[src/rtl/psd_pkg.sv]
// ----------------------------------------------------------------------------
// psd_pkg
// Types and constants shared by the port scan detector cells and top level.
// ----------------------------------------------------------------------------
`timescale 1ns / 1ps

package psd_pkg;

    localparam int PORT_BITS = 10;   // ports below 1024 only
    localparam int KEY_BITS  = 64;
    localparam int THR_BITS  = 5;
    localparam logic [THR_BITS-1:0] THR_RESET = 5'd8;

    localparam logic CMD_PACKET = 1'b0;
    localparam logic CMD_TICK   = 1'b1;

    typedef struct packed {
        logic        command;
        logic [31:0] src_ip;
        logic [31:0] dst_addr;
        logic [15:0] dst_port;
    } item_t;

    typedef struct packed {
        logic scan_detected;
        logic table_full;
    } result_t;

    // control broadcast from the sequencer to every cell
    typedef struct packed {
        logic look;     // compare phase, latch match flags
        logic act;      // update phase
        logic clear;    // minute tick
        logic insert;   // claim lowest free cell
    } cell_op_t;

    // pair cell status back to the top level
    typedef struct packed {
        logic hit;
        logic known;
        logic wrap;
    } pair_stat_t;

endpackage

[src/rtl/psd_alert_cell.sv]
// ----------------------------------------------------------------------------
// psd_alert_cell
// One entry of the alerted-pair list.
// ----------------------------------------------------------------------------
`timescale 1ns / 1ps

module psd_alert_cell
    import psd_pkg::*;
(
    input  logic                clk,
    input  logic                rst_n,
    input  cell_op_t            op,
    input  logic [KEY_BITS-1:0] key,
    input  logic                free_in,
    output logic                free_out,
    output logic                hit
);

    logic                valid_reg, valid_next;
    logic [KEY_BITS-1:0] key_reg;
    logic                hit_reg;
    logic                claim;

    assign free_out = free_in | ~valid_reg;
    assign claim    = op.act & op.insert & ~valid_reg & ~free_in;
    assign hit      = hit_reg;

    always_comb
    begin
        valid_next = valid_reg;
        if (op.act && op.clear)
            valid_next = 1'b0;
        else if (claim)
            valid_next = 1'b1;
    end

    always_ff @(posedge clk or negedge rst_n)
    begin
        if (!rst_n)
        begin
            valid_reg <= 1'b0;
            hit_reg   <= 1'b0;
        end
        else
        begin
            valid_reg <= valid_next;
            if (op.look)
                hit_reg <= valid_reg & (key_reg == key);
        end
    end

    always_ff @(posedge clk)
    begin
        if (claim)
            key_reg <= key;
    end

endmodule

[config.mk]
export PLATFORM = sky130hd
export DESIGN_NAME = psd_alert_cell
export DESIGN_NICKNAME = d
export VERILOG_FILES = /design/src/rtl/psd_pkg.sv /design/src/rtl/psd_alert_cell.sv
export SDC_FILE = /design/constraint.sdc
export NUM_CORES = 1
export LEC_CHECK = 0
export BUFFER_PORTS_ARGS = -buffer_cell sky130_fd_sc_hd__buf_2
export CAP_MARGIN = 20
export CORE_MARGIN = 3
export CORE_UTILIZATION = 45
export DETAILED_ROUTE_END_ITERATION = 8
export PLACE_DENSITY = 0.71
export SLEW_MARGIN = 30
export SYNTH_ARGS = -nofsm -noshare
export SYNTH_HDL_FRONTEND = slang
export SYNTH_SLANG_ARGS = --single-unit
[constraint.sdc]
create_clock -name clk -period 3.4 [get_ports clk]
set_clock_uncertainty 0.1 [all_clocks]
set_input_delay 0.17 -clock clk [delete_from_list [all_inputs] [get_ports clk]]
set_output_delay 0.17 -clock clk [all_outputs]
set_load 0.03 [all_outputs]
## Word-level counts from Yosys, hierarchy flattened

Cells that the tools add are included.

| word-level totals | value |
|---|---|
| output and inout port bits | 2 |
| register bits after elaboration | 66 |
| input bits | 71 |
| word-level logic and storage cells | 15 |

| operators by class | value |
|---|---|
| reductions and logical operators | 2 |
| mux-type cells | 2 |
| bitwise logic cells | 7 |
| equality and inequality tests | 1 |

Operator list:

| kind | count |
|---|---|
| $eq 64x64->1 | 1 |
| $and 1x1->1 | 4 |
| $mux 1 | 2 |
| $not 1->1 | 2 |
| $reduce_bool 2->1 | 1 |
| $logic_and 1x1->1 | 1 |
| $or 1x1->1 | 1 |

## Longest topological paths before layout

Gate-level depths: netlist of run 1.

| logic depth | value |
|---|---|
| depth in word-level cells | 5 |
| depth in mapped cells | 5 |
| gate-level depth less buffers | 5 |

## Least setup slack after synthesis of run 1

OpenSTA, ideal clock, no wires.

| path | value |
|---|---|
| path type | reg2reg |
| start | reg valid_reg |
| end | reg key_reg[0], enable pin |
| clock period less this slack | 1.997 ns |
| stages on the path, launching flop included | 2 |
| slack | 1.403 ns |
| setup time | 0.399 ns |
| data arrival time | 1.498 ns |
| cell sequence | dfrtp_1 and4bb_2 |

| on the way | value |
|---|---|
| cells in the longest elaborated chain, start to end | 3 |

Ends and longest elaborated chain:

| what | RTL line | source |
|---|---|---|
| from (decl) | psd_alert_cell.sv:19 | `logic valid_reg, valid_next;` |
| from (signal assigned) | psd_alert_cell.sv:46 | `valid_reg <= valid_next;` |
| $not 1->1 | psd_alert_cell.sv:25 | `assign claim = op.act & op.insert & ~valid_reg & ~free_in;` |
| $and 1x1->1 (2 in a row) | psd_alert_cell.sv:25 |  |
| via claim | psd_alert_cell.sv:22 | `logic claim;` |
| to (signal assigned) | psd_alert_cell.sv:55 | `key_reg <= key;` |
| to (decl) | psd_alert_cell.sv:20 | `logic [KEY_BITS-1:0] key_reg;` |

The timed path passes the listed nets, and every way through them passes these cells.
A chain may end at the register's enable or synchronous reset.

## Final worst setup path of run 1

| path | value |
|---|---|
| start | reg valid_reg |
| end | reg valid_reg |

| on the way | value |
|---|---|
| cells in the longest elaborated chain, start to end | 4 |

Ends and longest elaborated chain:

| what | RTL line |
|---|---|
| $not 1->1 | psd_alert_cell.sv:25 |
| $and 1x1->1 (2 in a row) | psd_alert_cell.sv:25 |
| via claim | psd_alert_cell.sv:22 |
| $reduce_bool 2->1 (no line) | n/a |

The timed path passes the listed nets, and every way through them passes these cells.

==> flow_metrics.tcl, run 1 <==
set metrics [dict create \
    fin_setup_tns_ps 0 \
    synth.top_cell.area_share_pct 70.5 \
    via_per_inst 4.82 \
    dpl.hpwl_um 3390 \
    critPathLaunchType "register" \
    p_per_area_mw_per_mm2 414 \
    path_class "register to register" \
    syn_area_mm2 0.00273 \
    final_cells 392 \
    ir_worst_vdd_v 0.000299 \
    cts-buffers-inserted 9 \
    clockRootBuffer "clkbuf_8" \
    largest_reg_flops 64 \
    netlist_instances 163 \
    synth.area.top_cells "edfxtp_1 (70%), xnor2_1 (16%), xor2_1 (2.9%)" \
    rsz0062_at_grt "no" \
    critical_path_arrival_ps 2470 \
    fmax_mhz 432 \
    drt-initial-drc-count 81 \
    antenna_cells 0 \
    tightest_slew_ps 822 \
    core_area_mm2 0.00568 \
    cts.sinks 66 \
    gp_congestion 0.720 \
    overflow 0 \
    yosys_warnings 0 \
    reg2reg_to "valid_reg$_DFFE_PN0P_" \
    p_leak_nw 1.46 \
    h-tree-depth 3 \
    fp.dieH_um 83.8 \
    regArea_mm2 0.00197 \
    clk_path_buf_depth 2 \
    cp_max_fo 65 \
    avgSynthCellArea_um2 16.7 \
    vias 1888 \
    multi_input_area_um2 736 \
    grt_use_total_pct 17.5 \
    drive_gt1_share_pct 26.9 \
    die_x_um 83.8 \
    r2r_slack_ps 1080 \
    outcome "completed" \
    wl_um 5820 \
    report.final.slew_viol_count 0 \
    async_flop_share_pct 3.03 \
    worstSetupEndpoint "valid_reg$_DFFE_PN0P_" \
    critPathCaptureType "register" \
    fill_cells 371 \
    worstPathRequired_ps 3560 \
    grt_pass1_wl_um 9550 \
    clkTransAtPathRegs_ps 60 \
    drtPass1Iterations 4 \
    yosys-top-cells-count "edfxtp_1 (64), xnor2_1 (51), nand4_1 (12), xor2_1 (9), nor4_1 (6)" \
    drcViolationCount 0 \
    critPathLaunch "valid_reg$_DFFE_PN0P_" \
    ioPinCount 73 \
    grt_pass1_vias 2033 \
    portBuffers 72 \
    dp.cells 308 \
    antenna_found_initial 0 \
    setup_violations 0 \
    synth_edf_count 64 \
    hold_path_class "input port to async pin" \
    slew_headroom_pct 45.2 \
    yosysMostFrequentCell "edfxtp_1" \
    synth_top_area_cell "edfxtp_1" \
    final_hold_viol_count 0 \
    worstReg2RegStart "valid_reg$_DFFE_PN0P_" \
    clk_latency_ps 330 \
    std_cell_rows 27 \
    reg2reg_depth 5 \
    seq_area_frac_synth_pct 72.3 \
    synth_cell_types 19 \
    grt_max_degree 66 \
    min_period_ps 2320 \
    post-route-period-util_pct 68.1 \
    initial_core_util_pct 48.0 \
    syn2layout_area_growth_pct 47.4 \
    synth-seq-cells 66 \
    cts_tree "built" \
    ant_nets 0 \
    max-cap-violations 0 \
    die_area_mm2 0.00703 \
    synthFlopType "edfxtp_1" \
    drt-wirelength-per-cell_um 14.9 \
    synth.net_count 234 \
    nets 386 \
]
==> metrics by stage <==
step | hold slack (ps) | worst slack, ps | util (%) | area [um2] | power, mW
finish | 53.3 | 1080 | 70.8 | 4020 | 1.66
global route | 76.6 | 906 | 70.8 | 4020 | 1.73
CTS | 42.0 | 1090 | 70.8 | 4020 | 1.67
detailed placement | -142 | 1570 | 56.1 | 3180 | 1.09
global placement | -142 | 1600 | 56.1 | 3180 | 1.08
floorplan | -226 | 1400 | - | 2730 | 1.02
==> critical path, cell delays in order (launching register included) <==
cell and delay [ps]:
dfrtp_1 410, and4bb_2 300, buf_4 640, nor2_1 90, a21oi_1 140, dlygate4sd3_1 570
==> layout by cell type, fill, tap and decap left out, drive strengths merged <==
master,instances
nor4,6
xor2,9
nor2,1
clkbuf,11
clkinv,5
edfxtp,64
and4bb,1
o21ai,1
nor3,1
dfrtp,2
inv,5
a21oi,1
o211ai,1
nand2b,1
o22ai,1
buf,73
nand2,1
nand4,12
o221ai,1
a22o,2
nand3,2
xnor2,51
dlygate4sd3,68
==> cells by family after synthesis <==
| logic type | after synthesis | share of synthesized area, % |
|---|---|---|
| DFF | 66 | 72.3 |
| xor gates and xnor gates | 60 | 19.3 |
| buffers and inverters | 5 | 0.688 |
| and+or+nand+nor | 25 | 5.64 |
| AOI/OAI and AO/OA | 7 | 2.07 |
==> routing by layer <==
metal / wire length [um] / track usage (%) / up-vias
met2: 2910 / 28.9 / 63
li1: - / - / 910
met4: 91 / 7.89 / 0
met1: 2510 / 21.3 / 902
met5: 0 / 0 / -
met3: 310 / 4.74 / 13
==> how the worst min path moves through the flow <==
stage	end	from	cells past startpoint
floorplan	hit$_DFFE_PN0P_	rst_n	0
global placement	valid_reg$_DFFE_PN0P_	rst_n	1
detailed placement	valid_reg$_DFFE_PN0P_	rst_n	1
CTS	valid_reg$_DFFE_PN0P_	rst_n	2
global route	valid_reg$_DFFE_PN0P_	rst_n	2
finish	valid_reg$_DFFE_PN0P_	rst_n	2
==> power by group <==
part / internal (mW) / switching [mW] / total, mW
Combinational: 0.122 / 0.0798 / 0.202
Clock: 0.255 / 0.271 / 0.527
Sequential: 0.923 / 0.0105 / 0.934
==> cell type report <==
| cell class | count | share of cell area (%) |
|---|---|---|
| inverter | 5 | 0.467 |
| clock inverter | 5 | 0.529 |
| sequential | 66 | 49.1 |
| multi-input combinational | 92 | 18.3 |
| clock buffer | 11 | 3.27 |
| timing repair buffer | 141 | 26.1 |
| tap | 72 | 2.24 |
==> timing repair <==
action / in CTS / in global routing
hold buffers: 68 / 0
endpoints found under the hold margin: 68 / 0
setup buffers: 0 / 0
resized for setup: 0 / 0
Note: power is estimated with default switching activity, not from simulation.
==> run 2: changes to the inputs <==
Settings changed: ABC_AREA set to 1, PLACE_DENSITY 0.71 to 0.72.
Clock period 3.4 ns to 2.1 ns, I/O delays scaled along.
==> run 2 against run 1 <==
Effect of this change:
- setup slack worse by 550 ps
- sequential power increased by 62%
- non-clock buffer count up 2
==> flow_metrics.tcl, run 2 <==
set metrics [dict create \
    layout_commonest_cell "nand2_1" \
    via_per_inst 4.34 \
    min_period_ps 1570 \
    initial_core_util_pct 46.7 \
    yosys-mux-area-fraction_pct 0 \
    critPathLaunchType "register" \
    placed_cell_area_mm2 0.00369 \
    grt_util_met2_pct 32.2 \
    use_met1_pct 22.6 \
    synth_top_area_cell "edfxtp_1" \
    antenna_cells 0 \
    vias 2685 \
    syn2layout_area_growth_pct 44.0 \
    nets 589 \
    h-tree-depth 3 \
    outcome "completed" \
    path_class "register to register" \
    grt_pass1_vias 2760 \
    synth_edf_count 64 \
    synth_top_family_by_area "simple AND/OR/NAND/NOR gates" \
    fill_cells 553 \
    syn_area_mm2 0.00319 \
    synth.area.top_cells "edfxtp_1 (60%), nand2_1 (15%), inv_1 (9.4%)" \
    synth.top_cell.area_share_pct 60.3 \
    grtUsageMet3_pct 3.77 \
    cp_max_fo 35 \
    multi_input_area_um2 927 \
    synth_cell_types 13 \
    gp_congestion 0.762 \
    std_cell_rows 30 \
    grt_use_total_pct 18.8 \
    drtPass1Iterations 4 \
    clockRootBuffer "clkbuf_8" \
    synth-seq-cells 66 \
    fmax_mhz 639 \
    largest_reg_flops 64 \
    regArea_mm2 0.00197 \
    grt_max_degree 36 \
    synth.net_count 435 \
    grt.busiest_layer "met2" \
    post-route-period-util_pct 74.6 \
    cts-buffers-inserted 9 \
    hold_path_class "input port to register" \
    yosys_warnings 0 \
    yosysMostFrequentCell "nand2_1" \
    p_per_area_mw_per_mm2 646 \
    yosys-top-cells-count "nand2_1 (126), inv_1 (80), edfxtp_1 (64), nor2_1 (53), o21ai_0 (14)" \
    ir_worst_vdd_v 0.000434 \
    overflow 0 \
    drcViolationCount 0 \
    yosys.area_share.simple_pct 22.5 \
    clkTransAtPathRegs_ps 70 \
    slew_headroom_pct 68.9 \
    setup_violations 0 \
    seq_area_frac_synth_pct 61.9 \
    critical_path_arrival_ps 1440 \
    drive_gt1_share_pct 17.8 \
    cts_tree "built" \
    cts.sinks 66 \
    synth_compound_area_share_pct 3.22 \
    portBuffers 72 \
    report.final.slew_viol_count 0 \
    ant_nets 0 \
    layout_common_cells "nand2_1 (126), inv_1 (80), buf_2 (72), dlygate4sd3_1 (69), edfxtp_1 (64)" \
    clk_latency_ps 330 \
    wl_um 7050 \
    postCtsSetupRepairBufs 0 \
    ioPinCount 73 \
    drt-wirelength-per-cell_um 11.4 \
    rsz0062_at_grt "no" \
    core_area_mm2 0.00683 \
    synthAdderAreaFrac_pct 0 \
    max-cap-violations 0 \
    avgSynthCellArea_um2 8.76 \
    dpl.hpwl_um 4500 \
    die_x_um 90.2 \
    async_flop_share_pct 3.03 \
    fp.dieH_um 90.2 \
    final_hold_viol_count 0 \
    p_leak_nw 2.21 \
    drt-initial-drc-count 136 \
    die_area_mm2 0.00813 \
    netlist_instances 364 \
    worstPathRequired_ps 1980 \
    grt_pass1_wl_um 12200 \
    synthFlopType "edfxtp_1" \
    synth_xor_xnor_area_share_pct 3.02 \
    antenna_found_initial 0 \
    tightest_slew_ps 466 \
    fin_setup_tns_ps 0 \
    critPathCaptureType "register" \
    final_area_mm2 0.00459 \
    clk_path_buf_depth 2 \
]
[run 2: cell count changes in the layout (fill, tap and decap cells not counted), sizes merged, moves of 2 or more]
cell / previous run / this run
nand2: 1 / 128
inv: 5 / 80
nor2: 1 / 55
xnor2: 51 / 11
o21ai: 1 / 18
nand4: 12 / 0
xor2: 9 / 0
nor4: 6 / 0
clkinv: 5 / 1
a22o: 2 / 0
clkbuf: 11 / 13
[run 2: logic make-up after synthesis]
family / count (synthesis)
AOI/OAI and AO/OA: 20
xor gates and xnor gates: 11
buffers and inverters: 80
DFF: 66
and+or+nand+nor: 187
[run 2: layer usage]
metal  up-vias  routed length, um
li1       1416                  -
met1      1186               2980
met2        67               3670
met3        16                250
met4         0                151
met5         -                  0
[run 2: report_power, final]
part | leakage (nW) | switching [mW] | internal (mW)
Clock | 0.106 | 0.457 | 0.638
Sequential | 0.612 | 0.0194 | 1.49
Combinational | 1.49 | 0.167 | 0.191
[run 2: worst paths after layout]
check                                      start  depth (start not counted)  slack (ps)                     to
max in group asynchronous                  rst_n                          3        1220  valid_reg$_DFFE_PN0P_
min in group asynchronous                  rst_n                          3         540        hit$_DFFE_PN0P_
max                        valid_reg$_DFFE_PN0P_                          2         530  key_reg[37]$_DFFE_PP_
max reg2reg                valid_reg$_DFFE_PN0P_                          2         530  key_reg[37]$_DFFE_PP_
min                                      free_in                          3         300   key_reg[7]$_DFFE_PP_
min reg2reg                      hit$_DFFE_PN0P_                          2         410        hit$_DFFE_PN0P_
[run 2: worst max-delay path, cell delays in order, from the launching register on]
cell and delay, ps:
dfrtp_1 440, nor3_4 210, buf_4 430
[run 2: stage by stage]
| step | util (%) | hold slack, ps | worst slack (ps) | instances | total power [mW] |
|---|---|---|---|---|---|
| 2_1_floorplan | - | -291 | -425 | 364 | 1.67 |
| 3_3_place_gp | 54.1 | -205 | 628 | 534 | 1.78 |
| 3_5_place_dp | 54.1 | -205 | 587 | 534 | 1.80 |
| 4_1_cts | 67.2 | 265 | 565 | 618 | 2.98 |
| 5_1_grt | 67.2 | 321 | 468 | 618 | 3.09 |
| 6_report | 67.2 | 302 | 534 | 618 | 2.97 |
[run 2: repair_timing]
item / in CTS / in global routing
endpoints found under the hold margin: 68 / 0
hold buffers: 69 / 0
resized for setup: 0 / 0
[run 2: cell type report]
class	instances	share of cell area, %
inverters	80	6.54
flip-flops and latches	66	43.0
well taps	96	2.62
repair buffers	143	23.2
clock inverters	2	0.763
multi-input cells	218	20.2
clock buffers	13	3.68
==> run 3: changes to the inputs <==
Settings changed: PLACE_DENSITY 0.72 to 0.69.
Clock period 2.1 ns to 1.5 ns, I/O delays scaled along.
==> run 3 against run 2 <==
Effect of this change:
- setup slack worse by 440 ps
- clock power grew 19%
- die area did not move
- sequential share of layout area up 0.12 points
- utilization is 0.18 points lower
- global-route usage is 0.33 points lower
- non-clock buffer count increased by 1
- register-to-register slack worse by 440 ps
- design area is 0.27% lower
- power rose by 32%
==> flow_metrics.tcl, run 3 (synthesis results as in run 2) <==
set metrics [dict create \
    outcome "completed" \
    drtPass1Iterations 4 \
    max-cap-violations 0 \
    cts-resized-gates 0 \
    largest_reg_flops 64 \
    final_hold_viol_count 0 \
    clockRootBuffer "clkbuf_8" \
    cts_tree "built" \
    syn2layout_area_growth_pct 43.6 \
    slew_headroom_pct 84.8 \
    drive_gt1_share_pct 18.1 \
    cts-buffers-inserted 9 \
    critPathLaunch "valid_reg$_DFFE_PN0P_" \
    portBuffers 72 \
    hold_path_class "input port to register" \
    path_class "register to register" \
    min_period_ps 1400 \
    critPathLaunchType "register" \
    fin_util_pct 67.0 \
    postCtsHoldBufs 69 \
    layout_common_cells "nand2_1 (126), inv_1 (80), buf_2 (72), dlygate4sd3_1 (69), edfxtp_1 (64)" \
    drt-initial-drc-count 142 \
    nets 590 \
    rsz0062_at_grt "no" \
    dpl.hpwl_um 4630 \
    clkTransAtPathRegs_ps 70 \
    worstReg2RegStart "valid_reg$_DFFE_PN0P_" \
    via_per_inst 4.26 \
    setup_violations 0 \
    cp_max_fo 17 \
    cts.sinks 66 \
    grt_pass1_wl_um 12000 \
    final_area_mm2 0.00458 \
    critical_path_arrival_ps 1320 \
    ioPinCount 73 \
    grt_pass1_vias 2731 \
    layout_commonest_cell "nand2_1" \
    fill_cells 580 \
    p_leak_nw 2.20 \
    ant_nets 0 \
    antenna_cells 0 \
    path_depth 2 \
    critPathCaptureType "register" \
    clk_latency_ps 330 \
    worstSetupEndpoint "key_reg[28]$_DFFE_PP_" \
    reg2reg_to "key_reg[28]$_DFFE_PP_" \
    h-tree-depth 3 \
    clk_path_buf_depth 2 \
    critPathSlowestCell "dfrtp_1" \
    die_area_mm2 0.00813 \
    die_x_um 90.2 \
    drcViolationCount 0 \
    r2r_slack_ps 100 \
    tightest_slew_ps 228 \
    reg2reg_depth 2 \
    vias 2640 \
    report.final.slew_viol_count 0 \
    max_stage_delay_ps 430 \
    cp_top_family "flip-flops" \
    overflow 0 \
    grt_max_degree 37 \
    p_per_area_mw_per_mm2 857 \
    worstPathRequired_ps 1420 \
    drt-wirelength-per-cell_um 11.1 \
    antenna_found_initial 0 \
    initial_core_util_pct 46.7 \
    std_cell_rows 30 \
    gp_congestion 0.741 \
    grt_use_total_pct 18.4 \
    postCtsSetupRepairBufs 0 \
    fmax_mhz 713 \
    fin_setup_tns_ps 0 \
    ir_worst_vdd_v 0.000604 \
    path_cells "nor3_4 > buf_4" \
    post-route-period-util_pct 93.5 \
    wl_um 6890 \
    placed_cell_area_mm2 0.00371 \
    core_area_mm2 0.00683 \
    critPathBufInv 1 \
    fp.dieH_um 90.2 \
]
[run 3: per-layer routing]
metal / up-vias / global-route usage, % / wire [um]
met3: 10 / 3.77 / 233
li1: 1420 / - / -
met2: 49 / 33.2 / 3560
met5: - / 0 / 0
met4: 0 / 6.76 / 127
met1: 1161 / 21.6 / 2960
[run 3: how the worst min path moves through the flow]
stage	slack [ps]	cells past startpoint	end	startpoint
floorplan	-320	0	hit$_DFFE_PN0P_	rst_n
global placement	-220	1	valid_reg$_DFFE_PN0P_	rst_n
detailed placement	-230	1	valid_reg$_DFFE_PN0P_	rst_n
CTS	180	3	key_reg[29]$_DFFE_PP_	free_in
global route	190	3	key_reg[27]$_DFFE_PP_	free_in
finish	180	3	key_reg[27]$_DFFE_PP_	free_in
[run 3: metrics by stage]
step | power [mW] | worst slack (ps) | cells | hold WS [ps]
global route | 4.12 | 30.5 | 620 | 187
floorplan | 2.34 | -1020 | 364 | -321
finish | 3.92 | 98.1 | 620 | 177
detailed placement | 2.52 | 111 | 535 | -229
global placement | 2.51 | 133 | 535 | -225
CTS | 3.95 | 98.5 | 620 | 180
[run 3: area by class of cell]
class	count	area (um2)	share of cell area, %
Sequential cell	66	1970	43.1
Timing Repair Buffer	144	1090	23.7
Multi-Input combinational cell	218	927	20.3
Inverter	80	300	6.56
Clock buffer	11	141	3.09
Tap cell	96	120	2.62
Clock inverter	5	30.0	0.656
[run 3: power by group]
part / total, mW / leakage [nW] / internal [mW] / switching [mW]
Clock: 1.30 / 0.0851 / 0.636 / 0.665
Combinational: 0.504 / 1.50 / 0.273 / 0.231
Sequential: 2.12 / 0.612 / 2.09 / 0.0264
Total: 3.92 / 2.20 / 3.00 / 0.923
[run 3: tightest hold or removal path, delay by kind of cell]
family | cells | cell delay, ps
simple gates | 1 | 60
buf+inv | 2 | 290
