`config.mk`:
```
export PLATFORM = sky130hd
export DESIGN_NAME = psd_pair_cell
export DESIGN_NICKNAME = d
export VERILOG_FILES = /design/src/rtl/psd_pkg.sv /design/src/rtl/psd_pair_cell.sv
export SDC_FILE = /design/constraint.sdc
export NUM_CORES = 1
export LEC_CHECK = 0
export BUFFER_PORTS_ARGS = -buffer_cell sky130_fd_sc_hd__buf_2
export CAP_MARGIN = 5
export CELL_PAD_IN_SITES_DETAIL_PLACEMENT = 2
export CELL_PAD_IN_SITES_GLOBAL_PLACEMENT = 2
export CORE_ASPECT_RATIO = 0.7
export CORE_MARGIN = 1
export CORE_UTILIZATION = 47
export DETAILED_ROUTE_END_ITERATION = 8
export PLACE_DENSITY = 0.91
export RECOVER_POWER = 100
export SLEW_MARGIN = 0
export SYNTH_ARGS = -nofsm -noshare
export SYNTH_HDL_FRONTEND = slang
export SYNTH_SLANG_ARGS = --single-unit
```
`constraint.sdc`:
```
create_clock -name clk -period 6.4 [get_ports clk]
set_input_delay 0.32 -clock clk [delete_from_list [all_inputs] [get_ports clk]]
set_output_delay 0.32 -clock clk [all_outputs]
set_load 0.005 [all_outputs]
```
`src/rtl/psd_pkg.sv`:
```
// ----------------------------------------------------------------------------
// psd_pkg
// Types and constants shared by the port scan detector cells and top level.
// ----------------------------------------------------------------------------
`timescale 1ns / 1ps

package psd_pkg;

    localparam int PORT_BITS = 10;   // ports below 1024 only
    localparam int KEY_BITS  = 64;
    localparam int THR_BITS  = 5;
    localparam logic [THR_BITS-1:0] THR_RESET = 5'd8;

    localparam logic CMD_PACKET = 1'b0;
    localparam logic CMD_TICK   = 1'b1;

    typedef struct packed {
        logic        command;
        logic [31:0] src_ip;
        logic [31:0] dst_addr;
        logic [15:0] dst_port;
    } item_t;

    typedef struct packed {
        logic scan_detected;
        logic table_full;
    } result_t;

    // control broadcast from the sequencer to every cell
    typedef struct packed {
        logic look;     // compare phase, latch match flags
        logic act;      // update phase
        logic clear;    // minute tick
        logic insert;   // claim lowest free cell
    } cell_op_t;

    // pair cell status back to the top level
    typedef struct packed {
        logic hit;
        logic known;
        logic wrap;
    } pair_stat_t;

endpackage

```
`src/rtl/psd_pair_cell.sv`:
```
// ----------------------------------------------------------------------------
// psd_pair_cell
// One address pair entry: key, distinct-port index and its port slots.
// ----------------------------------------------------------------------------
`timescale 1ns / 1ps

module psd_pair_cell
    import psd_pkg::*;
#(
    parameter int PORTS_PER_PAIR = 16,
    parameter int LW             = 5
)
(
    input  logic                  clk,
    input  logic                  rst_n,
    input  cell_op_t              op,
    input  logic [KEY_BITS-1:0]   key,
    input  logic [PORT_BITS-1:0]  port,
    input  logic                  pkt,
    input  logic [LW-1:0]         limit,
    input  logic                  free_in,
    output logic                  free_out,
    output pair_stat_t            stat
);

    localparam int IW = $clog2(PORTS_PER_PAIR);

    logic                 valid_reg, valid_next;
    logic [KEY_BITS-1:0]  key_reg;
    logic [IW-1:0]        idx_reg;
    logic [PORT_BITS-1:0] ports_reg [PORTS_PER_PAIR];
    logic                 hit_reg, known_reg, wrap_reg;
    logic                 known_c;
    logic                 claim;

    always_comb
    begin
        known_c = 1'b0;
        for (int j = 0; j < PORTS_PER_PAIR; j++)
        begin
            if (IW'(j) <= idx_reg && ports_reg[j] == port)
                known_c = 1'b1;
        end
    end

    // free token ripples from the lowest cell upward
    assign free_out = free_in | ~valid_reg;
    assign claim    = op.act & op.insert & ~valid_reg & ~free_in;

    assign stat.hit   = hit_reg;
    assign stat.known = known_reg;
    assign stat.wrap  = wrap_reg;

    always_comb
    begin
        valid_next = valid_reg;
        if (op.act && op.clear)
            valid_next = 1'b0;
        else if (claim)
            valid_next = 1'b1;
    end

    always_ff @(posedge clk or negedge rst_n)
    begin
        if (!rst_n)
        begin
            valid_reg <= 1'b0;
            hit_reg   <= 1'b0;
        end
        else
        begin
            valid_reg <= valid_next;
            if (op.look)
                hit_reg <= pkt & valid_reg & (key_reg == key);
        end
    end

    always_ff @(posedge clk)
    begin
        if (op.look)
        begin
            known_reg <= known_c;
            wrap_reg  <= (LW'(idx_reg) + LW'(1)) >= limit;
        end
        if (op.act && hit_reg && !known_reg)
        begin
            if (wrap_reg)
                idx_reg <= '0;
            else
            begin
                idx_reg                  <= idx_reg + IW'(1);
                ports_reg[idx_reg + IW'(1)] <= port;
            end
        end
        else if (claim)
        begin
            key_reg      <= key;
            idx_reg      <= '0;
            ports_reg[0] <= port;
        end
    end

endmodule

```
== After elaboration in Yosys (flattened, before gate mapping) ==
Memory sizes are Yosys's and may differ from the RTL's.
Cells that the tools add are included.
Operators by class
  add/sub/neg operators: 2
  reductions and logical operators: 25
  mux-type cells: 15
  multipliers: 0
  magnitude comparators: 17
  divide/modulo/power cells: 0
  equal/unequal tests: 17
  shift operators: 0
  bitwise logic cells: 9
Operators by type and width (count)
  $eq A10 B10 Y1: 16
  $eq A64 B64 Y1: 1
  $le A4 B4 Y1 const A: 8
  $logic_and A1 B1 Y1: 19
  $le A3 B4 Y1 const A: 4
  $mux W4: 4
  $reduce_or A15 Y1: 1
  $mux W1: 10
  $mux W10: 1
  $reduce_or A10 Y1: 1
  $le A1 B4 Y1 const A: 2
  $le A2 B4 Y1 const A: 2
  $add A4 B1 Y5 const B: 1
  $and A1 B1 Y1: 5
  $ge A5 B5 Y1: 1
  $add A4 B1 Y4 const B: 1
  $reduce_bool A2 Y1: 2
  $not A1 Y1: 3
  $reduce_and A2 Y1: 1
  $logic_not A1 Y1: 1
  $or A1 B1 Y1: 1
Storage, ports and cells
  output and inout port bits: 4
  RAM bits: 160
  bits of input ports: 87
  word-level logic and storage cells: 92
  bits in latches: 0
  memories: 1
  register bits: 72
  bits in read-only memories: 0
Memories
  ports_reg: words 16, width 10, rd ports 16, clocked after memory_dff 0, wr ports 1, line psd_pair_cell.sv:31  | logic [PORT_BITS-1:0] ports_reg [PORTS_PER_PAIR];

== Logic depth before layout (Yosys ltp) ==
Gate-level depths: netlist (run 1).
  word-level depth: 8
  depth in mapped cells: 9
  gate-level depth less buffers: 8

== Worst setup path before layout (run 1) ==
Ideal clock, no wire load.
  kind: register -> register
  start point: register valid_reg
  end point: memory ports_reg[0][0] (enable)
  slack: 3069 ps
  arrival time: 2951 ps
  required time: 6020 ps
  cell stages (with the launch flop): 6
  library setup time: 380 ps
  buffers on the path: 0
  cells stage by stage: dfrtp_1 > nor3b_1 > nand3_1 > inv_1 > a21oi_1 > a21oi_1
Between the ends
  cells in the longest elaborated chain, start to end: 8
Ends and longest elaborated chain
  start, declared: line psd_pair_cell.sv:28  | logic valid_reg, valid_next;
  start signal, assigned: line psd_pair_cell.sv:72  | valid_reg <= valid_next;
  $not A1 Y1 (*): line psd_pair_cell.sv:48  | assign claim = op.act & op.insert & ~valid_reg & ~free_in;
  $and A1 B1 Y1 (*) (2 in series): line psd_pair_cell.sv:48
  $mux W1 (*): line psd_pair_cell.sv:95  | else if (claim)
  $mux W1 (*): line psd_pair_cell.sv:85  | if (op.act && hit_reg && !known_reg)
  $mux W1 (implied by the code) (*): line psd_pair_cell.sv:99  | ports_reg[0] <= port;
  $reduce_or A10 Y1 (no line)
  $mux W4 (no line) / $mux W1 (equally long branches)
  end, declared: line psd_pair_cell.sv:31
Mark *: on every way between the ends. The rest lies on a longest branch, timed or not.

== Worst setup path after layout (run 1) ==
  start point: input port port[4]
  end point: register known_reg (data pin)
Between the ends
  cells in the longest elaborated chain, start to end: 3
Ends and longest elaborated chain
  start, declared: line psd_pair_cell.sv:18  | input logic [PORT_BITS-1:0] port,
  $eq A10 B10 Y1: line psd_pair_cell.sv:41  | if (IW'(j) <= idx_reg && ports_reg[j] == port)
  $logic_and A1 B1 Y1: line psd_pair_cell.sv:41
  $reduce_or A15 Y1 (no line) / $mux W1 (equally long branches)
  end signal, assigned: line psd_pair_cell.sv:82  | known_reg <= known_c;
  end, declared: line psd_pair_cell.sv:32  | logic hit_reg, known_reg, wrap_reg;
Parallel ways exist; a longest one is shown, timed or not.
A chain may end at the register's enable or synchronous reset.

==> results of run 1 <==
==> final timing paths <==
check | to | cells after the start
worst min-delay path | key_reg[12] | 1
max in group asynchronous | valid_reg | 2
min in group asynchronous | hit_reg | 2
worst max-delay path | known_reg | 8
worst min register to register | valid_reg | 2
worst max register to register | ports_reg[14][4] | 6
==> Yosys cell counts (all sizes together) <==
library cell,n
edfxtp,230
xnor2,135
xor2,91
nand4,32
nor4,27
buf,26
nor2,21
inv,12
nand3,12
nor3,9
ha,8
o2111ai,5
a21oi,4
o21ai,4
nand2,3
nand2b,3
o21a,3
or3,3
a31oi,2
dfrtp,2
o311ai,2
a211oi,1
a21o,1
a311oi,1
and2,1
and3,1
clkbuf,1
nand3b,1
nor2b,1
nor3b,1
o211ai,1
o22ai,1
o41ai,1
==> routing by layer <==
metal  vias up  wire length, um  GRT usage [%]
met5         -                0              0
met1      3394            14800           43.2
met4         0              935           8.30
met3        76             1850           4.24
li1       2611                -              -
met2       312            18000           55.6
==> power groups by stage <==
stage / clock, mW / sequential, mW / combinational (mW)
floorplan: 0 / 1.73 / 0.114
global placement: 0 / 1.73 / 0.179
detailed placement: 0 / 1.73 / 0.205
CTS: 1.34 / 1.70 / 0.232
global route: 1.41 / 1.70 / 0.248
finish: 1.36 / 1.70 / 0.237
==> through the flow <==
| stage | hold WS (ns) | utilization, % | std cells | total power, mW | instance area, um2 |
|---|---|---|---|---|---|
| after detailed placement | 0.116 | 51.4 | 991 | 1.94 | 10800 |
| final | 0.0499 | 55.7 | 1065 | 3.30 | 11700 |
| after CTS | 0.000863 | 56.1 | 1062 | 3.27 | 11700 |
| after global routing | 0.0547 | 55.7 | 1065 | 3.35 | 11700 |
| after floorplan | 0.0244 | - | 646 | 1.84 | 10100 |
| after global placement | 0.106 | 51.4 | 991 | 1.91 | 10800 |
==> layout make-up <==
class	count	area, um2	area share, %
tap	276	345	2.96
clock inverter	7	61.3	0.526
clock buffer	34	617	5.29
sequential	232	6960	59.7
timing repair buffer	129	714	6.13
multi-input combinational	375	2910	25.0
inverter	12	45.0	0.387
==> cells by family after synthesis <==
group / count (synthesis) / share of synthesized area (%)
AO/OA/AOI/OAI: 26 / 1.88
XOR/XNOR: 226 / 19.6
adder cells (fa/ha/maj): 8 / 0.990
buffers and inverters: 39 / 2.45
flip-flops: 232 / 68.8
AND/OR/NAND/NOR: 115 / 6.35
==> what timing repair did <==
| item | in CTS | in global routing |
|---|---|---|
| endpoints found under the hold margin | 31 | 3 |
| endpoints found under the setup margin | 0 | 0 |
| hold buffers | 30 | 3 |
==> impl_metrics.tcl, run 1 <==
set metrics [dict create \
    outcome "finished, violations left" \
    violations "max-capacitance violations, max-slew violations" \
    synth_cell_type_count 36 \
    startpoint "port[4]" \
    grt_pass1_wl_um 51400 \
    clock_skew_ns 0.0444 \
    slowest_stage "clkbuf_1" \
    largest_register_ffs 160 \
    routedWlPerCell_um 33.5 \
    crit_path_max_fanout 32 \
    yosysWarningCount 0 \
    route.vias.total 6393 \
    die_area_um2 22100 \
    post-route-period-util_pct 55.3 \
    ctsRootBufferMaster "clkbuf_16" \
    clock-sinks 232 \
    coreArea_um2 20900 \
    cp.required_ns 6.79 \
    worstMarginPinSlew_ns 2.49 \
    finalMaxSlewViolations 330 \
    io_pins 91 \
    start_util_pct 48.4 \
    slowest_delay_ns 1.75 \
    vdd.ir_drop.worst_mv 0.292 \
    hpwl_um 18200 \
    synth_largest_area_cell "edfxtp_1" \
    min_from "key[12]" \
    ant_nets 0 \
    power_frac_comb_pct 7.2 \
    crit_arrival_ns 3.92 \
    setup-violations-final 0 \
    grt-ovfl-total 0 \
    slew_headroom_pct -66.2 \
    place.gp.congestion 0.799 \
    ys_seq_elements 232 \
    min_period_ns 3.54 \
    n_antenna_cell 0 \
    internal-power_mw 2.48 \
    r2r-start "idx_reg[0]" \
    p_leak_nw 3.67 \
    ctsResizeCount 0 \
    die_w_um 177 \
    power_frac_clock_pct 41.3 \
    post-place-ws_ns 3.42 \
    grt_pass1_vias 7069 \
    post_cts_buffers 0 \
    hp-class "input port to flop" \
    fill_cells 1884 \
    synthCells 646 \
    viasPerCell 6.00 \
    totalWireLength_um 35600 \
    hold_viol_final 0 \
    crit_path_start_kind "input port" \
    clock_path_buffers 3 \
    mostFrequentLayoutCell "edfxtp_1" \
    drive_gt1_share_pct 5.96 \
    fp-row-count 44 \
    numCtsBuffers 23 \
    htreeDepth 1 \
    synth_nets 741 \
    switching_share_pct 24.7 \
    fin_tns_setup_ns 0 \
    drc 0 \
    synthesis.area_um2 10100 \
    drv_cap 10 \
    ys_top_cells_by_area "edfxtp_1 68%, xnor2_1 12%, xor2_1 7.9%" \
    synth_area_per_cell_um2 15.7 \
    area_growth_pct 15.2 \
    final.setup.worst_slack_ns 2.86 \
    grt_usage_pct 32.4 \
    regToRegSetupSlack_ns 3.08 \
    crit_type "input port to flop" \
    power_density_nw_per_um2 283 \
    die_y_um 125 \
    cp_top_family "buffers and inverters" \
    port-buffer-count 90 \
    crit_chain "buf_2 -> clkbuf_1 -> xor2_1 -> nor4_1 -> o2111ai_1 -> o22ai_1 -> a211oi_1 -> nand4_1" \
    crit_buf_inv 2 \
    crit_path_end_kind "flop" \
    switchingPower_uw 815 \
    netlist.area_leader.share_pct 68.3 \
    drtIter0Drc 649 \
    cts_tree "yes" \
    power_frac_seq_pct 51.6 \
    grt_max_degree 65 \
    drtPass1Iterations 4 \
    clkSlewWorstSetupHoldPaths_ns 0.07 \
    antenna_found_initial 0 \
    nets 868 \
    worstSkewPairLatency_ns 0.55 \
    rsz0062_at_grt "no" \
    ys_seq_area_share_pct 68.8 \
    mostFrequentLayoutCells "230 x edfxtp_1, 135 x xnor2_1, 91 x xor2_1" \
    fmaxAchievable_mhz 283 \
]
No activity file was read; power rests on OpenSTA's default activity.
==> run 2: changes to the inputs <==
--- a/config.mk
+++ b/config.mk
@@ -11,9 +11,9 @@
 export CELL_PAD_IN_SITES_GLOBAL_PLACEMENT = 2
 export CORE_ASPECT_RATIO = 0.7
 export CORE_MARGIN = 1
-export CORE_UTILIZATION = 47
+export CORE_UTILIZATION = 43
 export DETAILED_ROUTE_END_ITERATION = 8
-export PLACE_DENSITY = 0.91
+export PLACE_DENSITY = 0.85
 export RECOVER_POWER = 100
 export SLEW_MARGIN = 0
 export SYNTH_ARGS = -nofsm -noshare
==> constraint.sdc (replaced) <==
create_clock -name clk -period 3.3 [get_ports clk]
set_input_delay 0.165 -clock clk [delete_from_list [all_inputs] [get_ports clk]]
set_output_delay 0.165 -clock clk [all_outputs]
set_load 0.005 [all_outputs]
==> run 2 against run 1 <==
Net effect: the flow still finishes with violations (max-capacitance violations, max-slew violations); cell area increased by 3.9%; sequential cell count is the same; global-route usage fell by 2.4 points; clock power is 89% higher; combinational power increased by 110%.
==> impl_metrics.tcl, run 2 (same netlist as run 1, synthesis figures left out) <==
set metrics [dict create \
    r2r-start "idx_reg[0]" \
    vdd.ir_drop.worst_mv 0.384 \
    power_frac_seq_pct 51.8 \
    slowest_delay_ns 1.01 \
    violations "max-capacitance violations, max-slew violations" \
    largest_register_ffs 160 \
    crit_type "input port to flop" \
    internal-power_mw 4.83 \
    fmaxAchievable_mhz 318 \
    grt_usage_pct 30.0 \
    grt_pass1_wl_um 51000 \
    crit_cells 7 \
    clock_skew_ns 0.0313 \
    dp_cells 1043 \
    antenna_found_initial 2 \
    ctsRootBufferMaster "clkbuf_16" \
    grt-ovfl-total 0 \
    crit-reg2reg-capture "ports_reg[8][2]" \
    totalWireLength_um 34800 \
    htreeDepth 1 \
    crit_arrival_ns 3.38 \
    crit_path_start_kind "input port" \
    hpwl_um 20100 \
    hold_viol_final 0 \
    crit_top_cell "clkbuf_1" \
    rsz0062_at_grt "yes" \
    outcome "finished, violations left" \
    nets 920 \
    die_y_um 130 \
    die_w_um 185 \
    clock_path_buffers 3 \
    drtPass1Iterations 5 \
    crit_chain "clkbuf_1 -> clkbuf_1 -> xnor2_1 -> o311ai_0 -> nor3_1 -> nor4_1 -> nand4_1" \
    ff2ff_path_depth 4 \
    cts_tree "yes" \
    min_period_ns 3.14 \
    mostFrequentLayoutCells "230 x edfxtp_1, 135 x xnor2_1, 105 x clkbuf_1" \
    power_density_nw_per_um2 525 \
    hold_path_end "wrap_reg" \
    slew_headroom_pct -36.2 \
    crit_path_end_kind "flop" \
    drv_cap 6 \
    fin_tns_setup_ns 0 \
    switchingPower_mw 1.53 \
    regToRegSetupSlack_ns 0.16 \
    switching_share_pct 24.1 \
    power_frac_comb_pct 7.8 \
    hold_path_depth 4 \
    min_from "limit[4]" \
    p_leak_nw 3.82 \
    io_pins 91 \
    placed_cell_area_um2 10900 \
    port-buffer-count 90 \
    route.vias.total 6462 \
    crit_path_max_fanout 17 \
    ant_nets 0 \
    cp.required_ns 3.54 \
    cp_top_family "buffers and inverters" \
    grt_max_degree 65 \
    crit_buf_inv 2 \
    routedWlPerCell_um 30.2 \
    place.gp.congestion 0.813 \
    slowest_stage "clkbuf_1" \
    power_frac_clock_pct 40.4 \
    clock-sinks 232 \
    die_area_um2 24200 \
    ctsResizeCount 0 \
    hp-class "input port to flop" \
    numCtsBuffers 23 \
    setup-violations-final 0 \
    post-route-period-util_pct 95.2 \
    post_cts_buffers 0 \
    drive_gt1_share_pct 5.36 \
    final_cells 1152 \
    coreArea_um2 22800 \
    clkSlewWorstSetupHoldPaths_ns 0.07 \
    fp-row-count 46 \
    mostFrequentLayoutCell "edfxtp_1" \
    drc 0 \
    start_util_pct 44.3 \
    area_growth_pct 19.7 \
    worstMarginPinSlew_ns 2.04 \
    worstSkewPairLatency_ns 0.55 \
    grt_pass1_vias 7325 \
    viasPerCell 5.61 \
    drtIter0Drc 482 \
    finalMaxSlewViolations 180 \
    fin_area_um2 12100 \
]
==> run 2: changes by cell type in the layout (fill, tap and decap cells not counted), moves of 2 or more <==
cell | before | now
clkinv_1 | 2 | 4
dlygate4sd3_1 | 33 | 69
clkbuf_1 | 90 | 105
buf_2 | 16 | 13
==> run 2: layout make-up <==
cell class	instances	area, um2
Timing Repair Buffer	181	1130
Tap cell	312	390
Inverter	12	46.3
Sequential cell	232	6960
Antenna cell	1	2.50
Clock inverter	9	68.8
Multi-Input combinational cell	375	2910
Fill cell	2133	10700
Clock buffer	30	602
==> run 2: power by group through the flow <==
stage                     clock, mW  sequential (mW)  combinational (mW)
after global placement            0             3.35               0.368
after floorplan                   0             3.35               0.221
after global routing           2.67             3.30               0.520
after detailed placement          0             3.35               0.414
after CTS                      2.51             3.29               0.489
final                          2.57             3.30               0.494
==> run 2: tightest hold or removal path: stages <==
cell      delay (ns)
buf_2           0.10
inv_1           0.07
ha_1            0.14
nand2b_1        0.10
==> run 2: worst max-delay path by stage <==
| stage | from | to |
|---|---|---|
| finish | port[4] | known_reg |
| floorplan | valid_reg | ports_reg[0][0] |
| CTS | idx_reg[0] | ports_reg[8][2] |
| detailed placement | idx_reg[0] | ports_reg[8][4] |
| global placement | idx_reg[0] | known_reg |
| global route | idx_reg[0] | ports_reg[10][0] |
==> run 2: per-stage QoR <==
stage / power [mW] / setup WS (ns) / util (%) / hold slack, ns
after floorplan: 3.57 / 0.579 / - / -0.131
after global placement: 3.72 / 0.722 / 47.9 / -0.0493
after detailed placement: 3.77 / 0.432 / 47.9 / -0.0480
after CTS: 6.29 / 0.396 / 53.8 / 0.0540
after global routing: 6.49 / -0.0131 / 53.0 / 0.193
final: 6.36 / 0.159 / 53.0 / 0.155
==> run 2: what timing repair did <==
| item | CTS | global route |
|---|---|---|
| setup endpoints to repair | 0 | 15 |
| hold buffers | 69 | 0 |
| hold endpoints to repair | 69 | 0 |
==> run 2: routing by layer <==
layer	wire [um]	global-route usage (%)	share of wire (%)
met5	9	0	0.026
met4	1270	11.3	3.7
met3	1810	5.05	5.2
met2	17400	52.4	50
met1	14300	37.7	41
==> run 3: changes to the inputs <==
==> constraint.sdc (replaced) <==
create_clock -name clk -period 3.3 [get_ports clk]
set_input_delay 0.495 -clock clk [delete_from_list [all_inputs] [get_ports clk]]
set_output_delay 0.495 -clock clk [all_outputs]
set_load 0.005 [all_outputs]
==> run 3 against run 2 <==
Net effect: the run still ends with max-capacitance violations, max-slew violations left; fmax grew 5.2%; cell area shrank 4.2%; die area is the same; highest routed layer is now met4; largest power group unchanged; sequential power is essentially flat; combinational power shrank 20%; worst hold slack gained 0.011 ns; register-to-register slack gained 0.24 ns.
==> impl_metrics.tcl, run 3 (same netlist as run 1, synthesis figures left out) <==
set metrics [dict create \
    grt_usage_pct 24.2 \
    holdWs_ns 0.166 \
    coreArea_um2 22800 \
    grt_max_degree 65 \
    clock_path_buffers 3 \
    route.vias.total 5833 \
    start_util_pct 44.3 \
    crit_path_start_kind "input port" \
    die_w_um 185 \
    p_leak_nw 3.62 \
    rsz0062_at_grt "no" \
    hp-class "input port to flop" \
    min_period_ns 2.99 \
    cp.required_ns 3.52 \
    internal-power_mw 5.10 \
    worstSkewPairLatency_ns 0.52 \
    clock_skew_ns 0.0126 \
    n_antenna_cell 0 \
    slowest_delay_ns 0.93 \
    place.gp.congestion 0.817 \
    dp_cells 1046 \
    slowest_stage "clkbuf_1" \
    hold_viol_final 0 \
    post_cts_buffers 0 \
    violations "max-capacitance violations, max-slew violations" \
    outcome "finished, violations left" \
    hpwl_um 20000 \
    finalMaxSlewViolations 64 \
    final_util_pct 50.8 \
    crit_path_end_kind "flop" \
    power_frac_clock_pct 43.5 \
    vdd.ir_drop.worst_mv 0.327 \
    crit_chain "clkbuf_1 -> clkbuf_1 -> xnor2_1 -> nand4_1 -> nor3_1 -> nor4_1 -> nand4_1" \
    crit_arrival_ns 3.21 \
    power_density_nw_per_um2 562 \
    mostFrequentLayoutCells "230 x edfxtp_1, 135 x xnor2_1, 101 x clkbuf_1" \
    fin_tns_setup_ns 0 \
    fmaxAchievable_mhz 335 \
    post-route-period-util_pct 90.5 \
    clock-sinks 232 \
    io_pins 91 \
    die_area_um2 24200 \
    die_y_um 130 \
    final_cells 1089 \
    slew_headroom_pct -11.3 \
    htreeDepth 1 \
    antenna_found_initial 0 \
    drtIter0Drc 426 \
    port-buffer-count 90 \
    ctsRootBufferMaster "clkbuf_16" \
    crit_type "input port to flop" \
    totalWireLength_um 28100 \
    largest_register_ffs 160 \
    drv_cap 1 \
    power_frac_seq_pct 50.5 \
    mostFrequentLayoutCell "edfxtp_1" \
    setup-violations-final 0 \
    cts_tree "yes" \
    drive_gt1_share_pct 7.46 \
    area_growth_pct 14.6 \
    crit_path_max_fanout 15 \
    ant_nets 0 \
    clkSlewWorstSetupHoldPaths_ns 0.07 \
    switchingPower_mw 1.42 \
    grt-ovfl-total 0 \
    fill_cells 2182 \
    grt_pass1_wl_um 42200 \
    switching_share_pct 21.8 \
    viasPerCell 5.36 \
    drc 0 \
    numCtsBuffers 23 \
    worstMarginPinSlew_ns 1.67 \
    routedWlPerCell_um 25.8 \
    power_frac_comb_pct 6.1 \
    grt_pass1_vias 6528 \
    fp-row-count 46 \
    drtPass1Iterations 4 \
    nets 855 \
]
[run 3: metrics by stage]
stage                     area, um2  total power [mW]  setup WS (ns)
after floorplan               10100              3.57          0.490
after global placement        11000              3.72          0.733
after detailed placement      11000              3.77          0.489
after CTS                     11800              6.60          0.398
after global routing          11600              6.69          0.175
final                         11600              6.52          0.314
[run 3: area by class of cell]
type                    instances  area (um2)  share of cell area, %
clock buffers                  27         591                   5.09
clock inverters                15         211                   1.82
inverters                      12        46.3                  0.399
multi-input cells             375        2910                   25.1
flip-flops and latches        232        6960                   60.0
well taps                     312         390                   3.37
repair buffers                116         489                   4.22
[run 3: worst paths after layout]
kind | start | to | slack [ns] | cells after the start
max in group asynchronous | rst_n | hit_reg | 2.87 | 2
worst min register to register | valid_reg | valid_reg | 0.62 | 2
min in group asynchronous | rst_n | valid_reg | 0.30 | 2
worst max register to register | idx_reg[0] | ports_reg[7][2] | 0.40 | 5
worst min-delay path | op[1] | valid_reg | 0.17 | 2
worst max-delay path | port[1] | known_reg | 0.31 | 7
[run 3: power groups by stage]
| stage | clock network, mW | logic, mW | registers [mW] |
|---|---|---|---|
| finish | 2.83 | 0.396 | 3.29 |
| global route | 2.97 | 0.428 | 3.29 |
| CTS | 2.88 | 0.425 | 3.29 |
| detailed placement | 0 | 0.416 | 3.35 |
| global placement | 0 | 0.372 | 3.35 |
| floorplan | 0 | 0.221 | 3.35 |
[run 3: what timing repair did]
action                                 CTS  global route
endpoints found under the hold margin    2             0
hold buffers                             1             0
gates resized for setup                  0             0
[run 3: metal layers]
layer  track usage, %  wire length [um]
met5                0                 0
met4             5.79               615
met3             3.40               902
met2             41.9             13900
met1             32.3             12700
[run 3: worst max-delay path, delay by kind of cell]
kind          cells  cell delay, ns
xor+xnor          1            0.18
buf+inv           2            1.62
simple gates      4            0.89
